--- config.mk ---
export PLATFORM = sky130hd
export DESIGN_NAME = hsfc_sqrt_cell
export DESIGN_NICKNAME = d
export VERILOG_FILES = /design/src/rtl/haptic_spring_force_clamp_defines.svh /design/src/rtl/hsfc_pkg.sv /design/src/rtl/hsfc_sqrt_cell.sv
export SDC_FILE = /design/constraint.sdc
export NUM_CORES = 1
export LEC_CHECK = 0
export ABC_CLOCK_PERIOD_IN_PS = 8270
export BUFFER_PORTS_ARGS = -buffer_cell sky130_fd_sc_hd__buf_2
export CAP_MARGIN = 30
export CORE_AREA = 2 2 285 287
export CTS_BUF_LIST = sky130_fd_sc_hd__clkbuf_4 sky130_fd_sc_hd__clkbuf_8
export CTS_CLUSTER_DIAMETER = 120
export CTS_CLUSTER_SIZE = 24
export DETAILED_ROUTE_END_ITERATION = 16
export DIE_AREA = 0 0 287 289
export GPL_TIMING_DRIVEN = 0
export PLACE_DENSITY = 0.44
export SKIP_LAST_GASP = 1
export SYNTH_ARGS = -nofsm -noshare
export SYNTH_HDL_FRONTEND = slang
export SYNTH_SLANG_ARGS = --single-unit
export TNS_END_PERCENT = 50
--- constraint.sdc ---
create_clock -name clk -period 8.27 [get_ports clk]
set_input_delay 0.4135 -clock clk [delete_from_list [all_inputs] [get_ports clk]]
set_output_delay 0.4135 -clock clk [all_outputs]
set_load 0.03 [all_outputs]
--- src/rtl/haptic_spring_force_clamp_defines.svh ---
// Assertion macros shared by the spring force clamp RTL
`ifndef HAPTIC_SPRING_FORCE_CLAMP_DEFINES_SVH
`define HAPTIC_SPRING_FORCE_CLAMP_DEFINES_SVH

// Same-cycle implication, sampled on clk, off while rst_n is low
`define HSFC_ASSERT_IMP(label, ante, cons) \
    label: assert property (@(posedge clk) disable iff (!rst_n) (ante) |-> (cons)) \
        else $error("hsfc same-cycle check failed");

// Next-cycle implication, sampled on clk, off while rst_n is low
`define HSFC_ASSERT_NXT(label, ante, cons) \
    label: assert property (@(posedge clk) disable iff (!rst_n) (ante) |=> (cons)) \
        else $error("hsfc next-cycle check failed");

`endif

--- src/rtl/hsfc_pkg.sv ---
// Types, constants and helpers of the spring force clamp
`default_nettype none
package hsfc_pkg;

    localparam int unsigned SQRT_STEPS = 17;
    localparam int unsigned DIV_STEPS  = 12;

    localparam logic signed [8:0] SCALE_AB = 9'sd180;
    localparam logic signed [7:0] SCALE_C  = 8'sd60;

    localparam logic signed [33:0] SAT_MAX = 34'sd8388607;
    localparam logic signed [33:0] SAT_MIN = -34'sd8388608;

    typedef enum logic [2:0] {
        REG_ORIGIN_X      = 3'd0,
        REG_ORIGIN_Y      = 3'd1,
        REG_ORIGIN_Z      = 3'd2,
        REG_ORIGIN_ANGLES = 3'd3,
        REG_FORCE_GAIN    = 3'd4,
        REG_TORQUE_GAIN   = 3'd5,
        REG_CLAMP_RADIUS  = 3'd6,
        REG_FLOOR_Z_MODE  = 3'd7
    } hsfc_reg_t;

    // Per-sample data that rides along the root and divide chains
    typedef struct packed {
        logic signed [2:0][16:0] d;
        logic        [2:0][27:0] num;
        logic                    use_d;
        logic                    zero_r;
        logic signed [2:0][23:0] torque;
        logic signed [23:0]      shown_a;
        logic signed [23:0]      shown_b;
        logic signed [21:0]      shown_c;
    } hsfc_side_t;

    typedef struct packed {
        logic [34:0] rem;
        logic [34:0] root;
    } hsfc_sqrt_t;

    typedef struct packed {
        logic [2:0][27:0] rem;
        logic [2:0][11:0] quo;
        logic [16:0]      divisor;
    } hsfc_div_t;

    // Divide by 256 toward zero, then saturate to 24 bits
    function automatic logic signed [23:0] scale_sat(input logic signed [33:0] p);
        logic signed [33:0] q;
        q = (p + (p[33] ? 34'sd255 : 34'sd0)) >>> 8;
        if (q > SAT_MAX) begin
            return SAT_MAX[23:0];
        end
        if (q < SAT_MIN) begin
            return SAT_MIN[23:0];
        end
        return q[23:0];
    endfunction

endpackage
`default_nettype wire

--- src/rtl/hsfc_sqrt_cell.sv ---
// One digit cell of the integer square root chain
`default_nettype none
module hsfc_sqrt_cell
    import hsfc_pkg::*;
(
    input  wire logic        clk,
    input  wire logic        rst_n,
    input  wire logic [34:0] step_bit,
    input  wire logic        up_valid,
    output logic             up_ready,
    input  wire hsfc_sqrt_t  up_data,
    input  wire hsfc_side_t  up_side,
    output logic             dn_valid,
    input  wire logic        dn_ready,
    output hsfc_sqrt_t       dn_data,
    output hsfc_side_t       dn_side
);

    logic       valid_reg;
    hsfc_sqrt_t data_reg, data_next;
    hsfc_side_t side_reg;
    logic [34:0] trial;

    always_comb
    begin
        trial = up_data.root + step_bit;
        if (up_data.rem >= trial)
        begin
            data_next.rem  = up_data.rem - trial;
            data_next.root = (up_data.root >> 1) + step_bit;
        end
        else
        begin
            data_next.rem  = up_data.rem;
            data_next.root = up_data.root >> 1;
        end
    end

    assign up_ready = !valid_reg || dn_ready;

    always_ff @(posedge clk or negedge rst_n)
    begin
        if (!rst_n)
        begin
            valid_reg <= 1'b0;
        end
        else if (up_ready)
        begin
            valid_reg <= up_valid;
        end
    end

    always_ff @(posedge clk)
    begin
        if (up_ready && up_valid)
        begin
            data_reg <= data_next;
            side_reg <= up_side;
        end
    end

    assign dn_valid = valid_reg;
    assign dn_data  = data_reg;
    assign dn_side  = side_reg;

endmodule
`default_nettype wire

# Yosys cells after proc, flatten, opt, wreduce, memory -nomap -nowiden
# Cells that the tools add are included.
# classes
add_sub_neg,3
multipliers,0
div,0
n_lt_le_gt_ge,1
n_eq_ne,0
shift,0
mux,1
n_bitwise,0
reduce_logical,3
# op_table
op,count
two-way mux 70 bit,1
adder 34 x 35 -> 35 bit,1
adder 35 bit,1
greater-or-equal comparator 35 bit,1
subtractor 35 bit,1
logical AND 1 bit,1
zero test 1 bit,1
logical OR 1 bit,1
# totals
register_bits,350
latchBits,0
ramBits,0
romBits,0
input_bits,388
out_inout_bits,351
wordCells,26
memories,0

# Depth between registers and ports, before layout
# logic_depth
word_depth,3
mapped_depth,26

# Worst setup path before layout
# Ideal clock, no wire load.
# synth_timing
path_type,reg2reg
from,"register valid_reg, in the netlist dn_valid"
to,"register data_reg (netlist bit dn_data[0]), enable pin"
setup_time_ns,0.754
arrival_ns,8.763
path_slack_ns,-1.248
stages_incl_launch_ff,3
path_buffers,0
path_cell_list,dfrtp_1 nand2b_1 and2_1
# synth_between
elab_chain_len,3
# synth_lines
item,line,source
start: declaration,hsfc_sqrt_cell.sv:19,logic valid_reg;
start signal: assignment,hsfc_sqrt_cell.sv:49,valid_reg <= up_valid;
zero test 1 bit,hsfc_sqrt_cell.sv:39,assign up_ready = !valid_reg || dn_ready;
logical OR 1 bit,hsfc_sqrt_cell.sv:39,
named net up_ready,hsfc_sqrt_cell.sv:10,"output logic up_ready,"
logical AND 1 bit,hsfc_sqrt_cell.sv:55,if (up_ready && up_valid)
end signal: assignment,hsfc_sqrt_cell.sv:57,data_reg <= data_next;
end: declaration,hsfc_sqrt_cell.sv:20,"hsfc_sqrt_t data_reg, data_next;"
# The timed path passes the listed nets, and every way through them passes these cells.
# A chain may end at the register's enable or synchronous reset.

==> results.md <==
* Run status: completed
* Post-Route Utilization at about 31%
* Min cycle time layout at 7.12 ns
* Max-Slew Margin vs Limit at around 42%
* WS Path Type: input port to flop
* Yosys warning total at 0
* Arrival time worst endpoint at 7.51 ns
* Chip Width at 287 µm
* Starting density of the core at between 20% and 30%
* Area growth, synth to finish at 52.5%
* Root buffer cell: clkbuf_8
* Syn nets at 1679
* TritonCTS clock tree: yes
* Final routed wirelength across all metal layers at 83.7 mm
* CP Launch Type: input port
* Seq/Total Area, Yosys at 64.8%
* Async SR Flop Fraction at 0.286%
* Number of remaining DRC errors at 0
* Dominant cell type by area after synthesis: edfxtp_1
* Vias per inst at between 4 and 5
* Fin. max-slew vios at 0
* Core region area at 0.0799 mm²
* Worst hold slack at 0.0807 ns
* Rows at roughly 100
* Die height at 289 µm
* First drt pass iteration count at 5
* Largest net degree at the start of global routing at 75
* Dpl cells at 2989
* Later-pin clock latency in the skew report at 0.64 ns
* Top-area cell type share of the netlist area at 64.6%
* Most used flip-flop cell after synthesis: edfxtp_1
* Resize count post-CTS at 0
* Power, Total at 4.82 mW
* Filler Cells Inserted at 8287
* Overall Global Routing Usage at between 10% and 20%
* Ranking of synthesized cells by area: edfxtp_1, ha_1, o21ai_0, a21oi_1, xor2_1
* Layout Skew at 0.0378 ns
* CP top delay family: compound AO/OA/AOI/OAI gates
* Max frequency at 140 MHz
* Placed wire-length estimate after detailed placement at 71.8 mm
* Number of cells in the finished layout apart from fillers at 3326
* Antenna violations before repair at 55
* EDFF count, synth at 349
* IR drop worst, VDD at 0.000115 V
* Total Neg Setup Slack at 0 ns
* Max Cap Violations at 0
* Slew of the pin with the lowest slew margin at 0.863 ns
* Share of the clock period used by the worst path at 86.1%
* Number of clock sinks at 350
* Layout cells sized above 1 at between 30 and 40%
* First-iteration detailed-routing DRC count at 1006
* Commonest cells after routing, fill and taps aside: buf_2, edfxtp_1, dlygate4sd3_1
* P per Cell Area at 195 mW/mm²
* Cell seen most often among critical-path stages: o21ai_0
* Most frequent standard cell in the layout excluding fill and tap cells: buf_2
* Delay of the slowest cell on the worst path at around 0.61 ns
* H-tree levels at 1
* Count of input and output buffers at 738
* Number of instances in the synthesized netlist at 1185
* Layout Nets at 2733
* GPL Wtd Cong at approximately 0.9
* Crit Path Max Fanout at 10
* Buf/Inv on CP at 5
* Kind of end point of the critical path: flop
* Remaining antenna violation count after routing at 0
* Average footprint of a synthesized cell at roughly 14 µm²
* Flip-flop and latch count after synthesis at 350
* Wire length of the first global-routing pass at 111 mm
* Area of the mapped netlist at 0.0162 mm²
* Post-CTS clock slew at the launch and capture registers of the worst setup and hold paths at 0.16 ns
* Number of buffers created by CTS at 21
* Netlist cell types at 62
* Number of top-level design ports at 739
* Data required time at the worst endpoint at 8.66 ns
* Vias in the first global route at between 10000 and 15000
* Unrepaired setup endpoints after global routing: no
* Class of the tightest hold or removal check: input port to flop
* Final hold violation count at 0
* Gr ovfl total at 0
* Leakage Power at 10.5 nW
* Number of buffers on the longest clock path at 3
* Crit path max-delay cell type: nor4_1
* Area of the die at 0.0829 mm²
* Endpoints failing setup at 0
* Vias after detailed routing at roughly 14000
* Detailed-route wire length per cell at 25.2 µm
## synth_stat cells (16+ instances only)
cell type  number
inv_1          24
o21a_1         16
nor2_1         42
nand2_1       106
ha_1          103
xnor2_1        39
a21o_1         56
xor2_1         52
nand2b_1       19
a21oi_1        91
edfxtp_1      349
nand3_1        20
o21ai_0       109
nor2b_1        17
## kinds of logic (layout without fill, tap and decap cells)
kind of cell | after synthesis | after routing | synth area share (%)
buffers and inverters | 39 | 1104 | 0.972
AOI/OAI and AO/OA | 351 | 351 | 13.6
other | 0 | 16 | 0
DFF | 350 | 350 | 64.8
muxes | 8 | 8 | 0.540
adders and majority gates | 106 | 106 | 8.31
xor gates and xnor gates | 92 | 92 | 5.01
and+or+nand+nor | 239 | 239 | 6.79
## state kept, by name, summed over array words and instances (netlist names)
signal / count
dn_side: 279
dn_data: 70
dn_valid: 1
## worst paths after layout
check / slack [ns] / start / cells after the start / end
min in group asynchronous: 0.61 / rst_n / 3 / dn_valid
max: 1.15 / up_data[4] / 25 / dn_data[50]
max in group asynchronous: 7.56 / rst_n / 3 / dn_valid
min: 0.08 / up_data[42] / 3 / dn_data[42]
min reg2reg: 0.56 / dn_valid / 2 / dn_valid
max reg2reg: 5.87 / dn_valid / 6 / dn_side[14]
## stage by stage
step | cell area, µm² | setup WS (ns)
floorplan | 16200 | 2.65
global placement | 21200 | 0.659
detailed placement | 21400 | 0.587
CTS | 24700 | 1.18
global route | 24700 | 0.844
finish | 24700 | 1.15
## final cells by class
class	instances	area (µm²)	share of cell area [%]
flip-flops and latches	350	10500	42.5
inverters	24	90.1	0.364
clock buffers	25	319	1.29
clock inverters	9	98.8	0.400
repair buffers	1031	6730	27.2
plain buffers	15	67.6	0.273
well taps	1060	1330	5.36
diodes	16	40.0	0.162
multi-input cells	796	5560	22.5
## timing repair
action	in CTS	in global routing
buffers inserted	0	0
hold buffers	287	0
endpoints found under the hold margin	286	0
## where the power goes
group          internal [mW]  switching (mW)  leakage (nW)
clock                  0.279           0.639         0.213
sequential              2.15          0.0425          3.34
combinational          0.607            1.10          6.99
total                   3.03            1.79          10.5
## tightest hold or removal path, stage by stage
cell and delay [ns]:
buf_2 0.11, nand2_1 0.05, o21ai_0 0.06
## per-layer routing
layer  up-vias  track usage, %  wire (µm)
met5         -               0        193
met2       571            33.1      40900
met1      7018            21.4      31100
met4        30            5.17       2330
li1       6651               -          -
met3       155            8.27       9160
No activity file was read; power rests on OpenSTA's default activity.
