`src/rtl/haptic_spring_force_clamp_defines.svh`:
```
// Assertion macros shared by the spring force clamp RTL
`ifndef HAPTIC_SPRING_FORCE_CLAMP_DEFINES_SVH
`define HAPTIC_SPRING_FORCE_CLAMP_DEFINES_SVH

// Same-cycle implication, sampled on clk, off while rst_n is low
`define HSFC_ASSERT_IMP(label, ante, cons) \
    label: assert property (@(posedge clk) disable iff (!rst_n) (ante) |-> (cons)) \
        else $error("hsfc same-cycle check failed");

// Next-cycle implication, sampled on clk, off while rst_n is low
`define HSFC_ASSERT_NXT(label, ante, cons) \
    label: assert property (@(posedge clk) disable iff (!rst_n) (ante) |=> (cons)) \
        else $error("hsfc next-cycle check failed");

`endif

```
`src/rtl/hsfc_pkg.sv`:
```
// Types, constants and helpers of the spring force clamp
`default_nettype none
package hsfc_pkg;

    localparam int unsigned SQRT_STEPS = 17;
    localparam int unsigned DIV_STEPS  = 12;

    localparam logic signed [8:0] SCALE_AB = 9'sd180;
    localparam logic signed [7:0] SCALE_C  = 8'sd60;

    localparam logic signed [33:0] SAT_MAX = 34'sd8388607;
    localparam logic signed [33:0] SAT_MIN = -34'sd8388608;

    typedef enum logic [2:0] {
        REG_ORIGIN_X      = 3'd0,
        REG_ORIGIN_Y      = 3'd1,
        REG_ORIGIN_Z      = 3'd2,
        REG_ORIGIN_ANGLES = 3'd3,
        REG_FORCE_GAIN    = 3'd4,
        REG_TORQUE_GAIN   = 3'd5,
        REG_CLAMP_RADIUS  = 3'd6,
        REG_FLOOR_Z_MODE  = 3'd7
    } hsfc_reg_t;

    // Per-sample data that rides along the root and divide chains
    typedef struct packed {
        logic signed [2:0][16:0] d;
        logic        [2:0][27:0] num;
        logic                    use_d;
        logic                    zero_r;
        logic signed [2:0][23:0] torque;
        logic signed [23:0]      shown_a;
        logic signed [23:0]      shown_b;
        logic signed [21:0]      shown_c;
    } hsfc_side_t;

    typedef struct packed {
        logic [34:0] rem;
        logic [34:0] root;
    } hsfc_sqrt_t;

    typedef struct packed {
        logic [2:0][27:0] rem;
        logic [2:0][11:0] quo;
        logic [16:0]      divisor;
    } hsfc_div_t;

    // Divide by 256 toward zero, then saturate to 24 bits
    function automatic logic signed [23:0] scale_sat(input logic signed [33:0] p);
        logic signed [33:0] q;
        q = (p + (p[33] ? 34'sd255 : 34'sd0)) >>> 8;
        if (q > SAT_MAX) begin
            return SAT_MAX[23:0];
        end
        if (q < SAT_MIN) begin
            return SAT_MIN[23:0];
        end
        return q[23:0];
    endfunction

endpackage
`default_nettype wire

```
`src/rtl/hsfc_div_cell.sv`:
```
// One quotient-bit cell of the three-lane restoring divider chain
`default_nettype none
module hsfc_div_cell
    import hsfc_pkg::*;
(
    input  wire logic       clk,
    input  wire logic       rst_n,
    input  wire logic [3:0] step_shift,
    input  wire logic       up_valid,
    output logic            up_ready,
    input  wire hsfc_div_t  up_data,
    input  wire hsfc_side_t up_side,
    output logic            dn_valid,
    input  wire logic       dn_ready,
    output hsfc_div_t       dn_data,
    output hsfc_side_t      dn_side
);

    logic       valid_reg;
    hsfc_div_t  data_reg, data_next;
    hsfc_side_t side_reg;
    logic [29:0] dsh;

    always_comb
    begin
        dsh = {13'd0, up_data.divisor} << step_shift;
        data_next = up_data;
        for (int i = 0; i < 3; i++)
        begin
            if ({2'b00, up_data.rem[i]} >= dsh)
            begin
                data_next.rem[i] = up_data.rem[i] - dsh[27:0];
                data_next.quo[i][step_shift] = 1'b1;
            end
        end
    end

    assign up_ready = !valid_reg || dn_ready;

    always_ff @(posedge clk or negedge rst_n)
    begin
        if (!rst_n)
        begin
            valid_reg <= 1'b0;
        end
        else if (up_ready)
        begin
            valid_reg <= up_valid;
        end
    end

    always_ff @(posedge clk)
    begin
        if (up_ready && up_valid)
        begin
            data_reg <= data_next;
            side_reg <= up_side;
        end
    end

    assign dn_valid = valid_reg;
    assign dn_data  = data_reg;
    assign dn_side  = side_reg;

endmodule
`default_nettype wire

```
`config.mk`:
```
export PLATFORM = sky130hd
export DESIGN_NAME = hsfc_div_cell
export DESIGN_NICKNAME = d
export VERILOG_FILES = /design/src/rtl/haptic_spring_force_clamp_defines.svh /design/src/rtl/hsfc_pkg.sv /design/src/rtl/hsfc_div_cell.sv
export SDC_FILE = /design/constraint.sdc
export NUM_CORES = 1
export LEC_CHECK = 0
export ABC_CLOCK_PERIOD_IN_PS = 10340
export BUFFER_PORTS_ARGS = -buffer_cell sky130_fd_sc_hd__buf_4
export CAP_MARGIN = 25
export CELL_PAD_IN_SITES_DETAIL_PLACEMENT = 1
export CELL_PAD_IN_SITES_GLOBAL_PLACEMENT = 1
export CORE_AREA = 2 2 324 326
export DETAILED_ROUTE_END_ITERATION = 8
export DIE_AREA = 0 0 326 328
export PLACE_DENSITY = 0.5
export SLEW_MARGIN = 30
export SYNTH_ARGS = -nofsm -noshare
export SYNTH_HDL_FRONTEND = slang
export SYNTH_SLANG_ARGS = --single-unit
export TNS_END_PERCENT = 1
```
`constraint.sdc`:
```
create_clock -name clk -period 10.34 [get_ports clk]
set_input_delay 1.034 -clock clk [delete_from_list [all_inputs] [get_ports clk]]
set_output_delay 1.034 -clock clk [all_outputs]
set_load 0.01 [all_outputs]
```
Yosys cells after proc, flatten, opt, wreduce, memory -nomap -nowiden
Cells that the tools add are included.

Add/subtract/negate cells: 3. Magnitude comparators: 5. Shift-type cells: 1. Multiplexer cells: 8. Bitwise operators: 3. Reduce and logical (&&, ||, !) cells: 4.

Operator list (count): 28-bit by 30-bit >= comparator with 1-bit output (3); 28-bit two-way mux (3); 28-bit subtractor (3); 12-bit two-way mux (3); 12-bit bitwise OR (3); 17-bit by 4-bit left shift with 30-bit output (1); 4-bit by 5-bit < comparator with 1-bit output (second input constant) (1); 1-bit demux with 4-bit select (1); 4-bit by 1-bit >= comparator with 1-bit output (second input constant) (1); 1-bit logical AND (2); 1-bit logical NOT (1); 1-bit logical OR (1); 1-bit two-way mux (1).

Bits in registers: 417. Input bits: 424. Output and inout bits: 418.

Longest topological paths before layout
Depth after elaboration: 6. Mapped depth: 21.

Worst setup path after synthesis
Ideal clock, no wire load.

Path type: input to register. Start: in dn_ready. End: reg data_reg, in the netlist dn_data[0], enable pin. Setup time: 0.835 ns. Arrival: 10.672 ns. Data required time: 9.505 ns. Slack: -1.167 ns. Stages on the path: 2. Path through: nand2b_1 -> and2_1.

Longest elaborated chain between the ends: 2.

RTL lines: start: declaration (line hsfc_div_cell.sv:14) `input wire logic dn_ready,`; 1-bit logical OR (line hsfc_div_cell.sv:38) `assign up_ready = !valid_reg || dn_ready;`; 1-bit logical AND (line hsfc_div_cell.sv:54) `if (up_ready && up_valid)`; end signal: assignment (line hsfc_div_cell.sv:56) `data_reg <= data_next;`; end: declaration (line hsfc_div_cell.sv:20) `hsfc_div_t data_reg, data_next;`.

No other way between the ends. A chain may end at the register's enable or synchronous reset.

==> tab_implementation.tex <==
\begin{tabular}{lr}
\hline
Metric & Value \\
\hline
\multicolumn{2}{l}{\textbf{GRT}} \\
\quad GRT Residual Overflow & 0 \\
\quad GRT Overall Usage & 19.66\% \\
\quad Antenna violations before repair & 50 \\
\quad Global-route wire length before repair & between 100 and 150 mm \\
\quad Via count of the first global-routing pass & between 15,000 and 20,000 \\
\quad Largest net degree at the start of global routing & 160 \\
\multicolumn{2}{l}{\textbf{Drt}} \\
\quad Total wire length & around 110 mm \\
\quad Top metal layer carrying routed signals & met5 \\
\quad Remaining design rule violation count & 0 \\
\quad Mean routed wirelength per cell & about 30 µm \\
\quad Detailed router's first-iteration violation count & just over 800 \\
\quad DR vias & 15,290 \\
\quad Met3 Wirelength & approximately 10 mm \\
\quad Final antenna-violating net count & 0 \\
\quad Detailed route wirelength on metal2 & between 50 and 60 mm \\
\quad Detailed Routing Iterations Pass 1 & 5 \\
\quad Routed length on met1 & approximately 44 mm \\
\quad Vias per inst & roughly 4.2 \\
\multicolumn{2}{l}{\textbf{Placed design}} \\
\quad Port Buf Inserts & around 840 \\
\quad Cell total after placement & about 3,500 \\
\quad DPL Wire Length & roughly 90 mm \\
\quad Routability congestion estimate & slightly below 0.9 \\
\multicolumn{2}{l}{\textbf{Die}} \\
\quad Area of the die & 106,900 µm² \\
\quad Die W & around 330 µm \\
\quad Placeable Area & 103,200 µm² \\
\quad Count of standard-cell rows & approximately 120 \\
\quad Top-Level Pins & roughly 840 \\
\quad Initial core utilization & between 15 and 20\% \\
\quad Height of the chip & around 330 µm \\
\multicolumn{2}{l}{\textbf{Clocking}} \\
\quad Later-pin clock latency in the skew report & around 0.63 ns \\
\quad Number of buffers on the longest clock path & 3 \\
\quad Hold buffers post-CTS & 0 \\
\quad Clock sink total & 417 \\
\quad Clock H-tree levels & 2 \\
\quad Clock tree root driver cell & clkbuf\_16 \\
\quad Clock slew at the register clock pins of the worst setup and hold paths & about 0.05 ns \\
\quad Number of cells upsized or downsized after cts & 0 \\
\quad Post-CTS setup repair buffer count & 0 \\
\quad CTS tree & done \\
\quad Number of buffers created by CTS & 52 \\
\multicolumn{2}{l}{\textbf{Worst setup path}} \\
\quad Endpoint required time on the critical path & about 11 ns \\
\quad Biggest fanout along the worst timing path & 33 \\
\quad Sort of element at the end of the critical path & flop \\
\quad Startpoint class of the critical path & input pin \\
\quad Worst flop-to-flop path startpoint & dn\_valid\$\_DFFE\_PN0N\_ \\
\quad First element of the critical path & step\_shift[0] \\
\quad Signal arrival time at the worst endpoint & $\sim$5.9 ns \\
\quad Start-to-end type of the worst setup path & in2reg \\
\multicolumn{2}{l}{\textbf{Timing}} \\
\quad Endpoints failing setup & 0 \\
\quad Achievable clock frequency & $\sim$0.18 GHz \\
\quad Final sum of negative setup slack & 0 ns \\
\quad Worst relative slew slack & 30.30\% \\
\quad Final min period & 5.484 ns \\
\quad Setup skew after layout & roughly 0.016 ns \\
\quad Worst-margin pin slew & between 1 and 1.5 ns \\
\quad Final Hold Vio Count & 0 \\
\quad Max-slew violation count & 0 \\
\quad Unrepaired setup endpoints after global routing & false \\
\quad Final critical-path share of the clock period & 53.04\% \\
\multicolumn{2}{l}{\textbf{Logic synthesis}} \\
\quad Primary flip-flop cell chosen by synthesis mapping & edfxtp\_1 \\
\quad Mapped cell area & 18,820 µm² \\
\quad Synth Register Bits & about 420 \\
\quad Number of flops mapped to enable cells by yosys & about 420 \\
\quad Synthesized Nets & roughly 1,800 \\
\quad Proportion of synthesized chip area in sequential cells & about two thirds \\
\quad Post-synthesis area per instance & 14.13 µm² \\
\quad Yosys warning count & 0 \\
\quad Distinct cell type count after synthesis & between 70 and 80 \\
\quad Number of standard cells after synthesis & about 1,300 \\
\quad Fraction of registers with async set or reset after synthesis & less than 1\% \\
\multicolumn{2}{l}{\textbf{Layout}} \\
\quad Most common cell after layout, fill and taps aside & buf\_4 \\
\quad Total Nets Final & 2,719 \\
\quad Utilization of the core after routing & between 20\% and 30\% \\
\quad Final std cells w/o fill & 3,634 \\
\quad Area growth, synth to finish & 51.61\% \\
\quad Fraction of final layout cells sized beyond drive strength 1 & between 40 and 50\% \\
\quad Most frequent cells in the layout & buf\_4, edfxtp\_1, nand2\_1 \\
\multicolumn{2}{l}{\textbf{Power}} \\
\quad Post-route total power & roughly 5.0 mW \\
\quad Worst vdd rail ir drop & around 0.12 mV \\
\quad Power density over the cells & 176.6 nW/µm² \\
\quad Leakage Power & 11.83 nW \\
\multicolumn{2}{l}{\textbf{Run}} \\
\quad Count of max-cap constraint violations & 0 \\
\multicolumn{2}{l}{\textbf{Min path}} \\
\quad Worst hold path type & in2async \\
\multicolumn{2}{l}{\textbf{Run status}} \\
\quad Run status & complete, no violations \\
\hline
\end{tabular}
==> cells in the mapped netlist, drive strengths merged, types with 4 or more instances <==
cell / count / area, µm²
buf: 21 / 126.4
mux2i: 23 / 230.2
a21o: 77 / 578.1
a31oi: 8 / 50.05
ha: 87 / 1089
nand4: 12 / 75.07
and4: 5 / 43.79
clkbuf: 17 / 63.81
a211oi: 9 / 67.56
a211o: 4 / 35.03
nor3: 20 / 100.1
and2: 7 / 46.30
a21oi: 81 / 409.1
a41oi: 4 / 35.03
mux2: 28 / 315.3
a221oi: 4 / 47.55
o21a: 14 / 105.1
nand2b: 18 / 112.6
o21ai: 91 / 459.2
o31ai: 11 / 87.58
nor4b: 4 / 35.03
nor2: 63 / 236.5
and3: 9 / 56.30
xnor2: 40 / 350.3
or2: 5 / 31.28
a21boi: 7 / 56.31
xor2: 25 / 219.0
nand2: 108 / 405.4
nor2b: 11 / 68.82
inv: 27 / 101.4
nand3: 15 / 75.07
o21bai: 10 / 75.07
edfxtp: 416 / 12490
o211ai: 4 / 30.03
a41o: 4 / 40.04
==> power breakdown <==
| part | internal, mW | switching (mW) | total, mW |
|---|---|---|---|
| logic | 0.483 | 0.648 | 1.13 |
| clock network | 1.06 | 0.776 | 1.84 |
| registers | 2.02 | 0.0449 | 2.07 |
==> flip-flops by register name (all words and copies together), names as in the netlist <==
register  count
dn_side     279
dn_data     137
dn_valid      1
==> critical path: stages <==
cell      delay (ns)
buf_4           0.36
mux2i_1         0.28
mux2i_1         0.14
mux2i_1         0.23
nor2_1          0.08
a21oi_1         0.65
ha_1            0.34
and4_1          0.27
and3_1          0.22
and3_1          0.18
o21ai_0         0.16
a21boi_1        0.23
o21ai_2         0.13
a211oi_4        0.76
buf_4           0.39
mux2_2          0.36
==> layout make-up <==
cell class | count | area (µm²)
diodes | 12 | 30.03
clock buffers | 66 | 1375
clock inverters | 25 | 284.0
fillers | 11320 | 74660
inverters | 27 | 101.3
multi-input cells | 850 | 6048
flip-flops and latches | 417 | 12520
well taps | 1380 | 1727
repair buffers | 857 | 6456
==> metal layers <==
layer | vias to the layer above | GRT usage, %
met3 | 156 | 7.905
met2 | 629 | 31.89
met4 | 24 | 6.502
met1 | 7597 | 23.67
met5 | - | 0
li1 | 6886 | -
==> metrics by stage <==
stage / hold WS [ns] / setup WS, ns / cell area, µm²
after floorplan: 0.6218 / 3.557 / 18830
after global placement: 0.5408 / 3.867 / 26830
after detailed placement: 0.5464 / 3.794 / 26840
after CTS: 0.1076 / 4.493 / 28500
after global routing: 0.1240 / 4.468 / 28540
final: 0.1616 / 4.856 / 28540
==> cell families (layout without fill, tap and decap cells) <==
kind of cell | Yosys count | after routing | synth area share [%]
AO/OA/AOI/OAI | 352 | 352 | 12.29
XOR/XNOR | 65 | 65 | 3.024
adder cells (fa/ha/maj) | 90 | 90 | 6.102
buffers and inverters | 65 | 975 | 1.549
flip-flops | 417 | 417 | 66.49
multiplexers | 54 | 54 | 3.257
other | 0 | 12 | 0
AND/OR/NAND/NOR | 289 | 289 | 7.285
==> path summary, 6_finish.rpt <==
kind	end	slack, ns	depth (start not counted)
max	dn_data[73]$_DFFE_PP_	4.86	16
min	dn_valid$_DFFE_PN0N_	0.16	1
max reg2reg	dn_side[46]$_DFFE_PP_	6.95	4
min reg2reg	dn_valid$_DFFE_PN0N_	0.55	2
max in group asynchronous	dn_valid$_DFFE_PN0N_	10.10	1
min in group clk	dn_valid$_DFFE_PN0N_	0.55	2
Note: power is estimated with default switching activity, not from simulation.
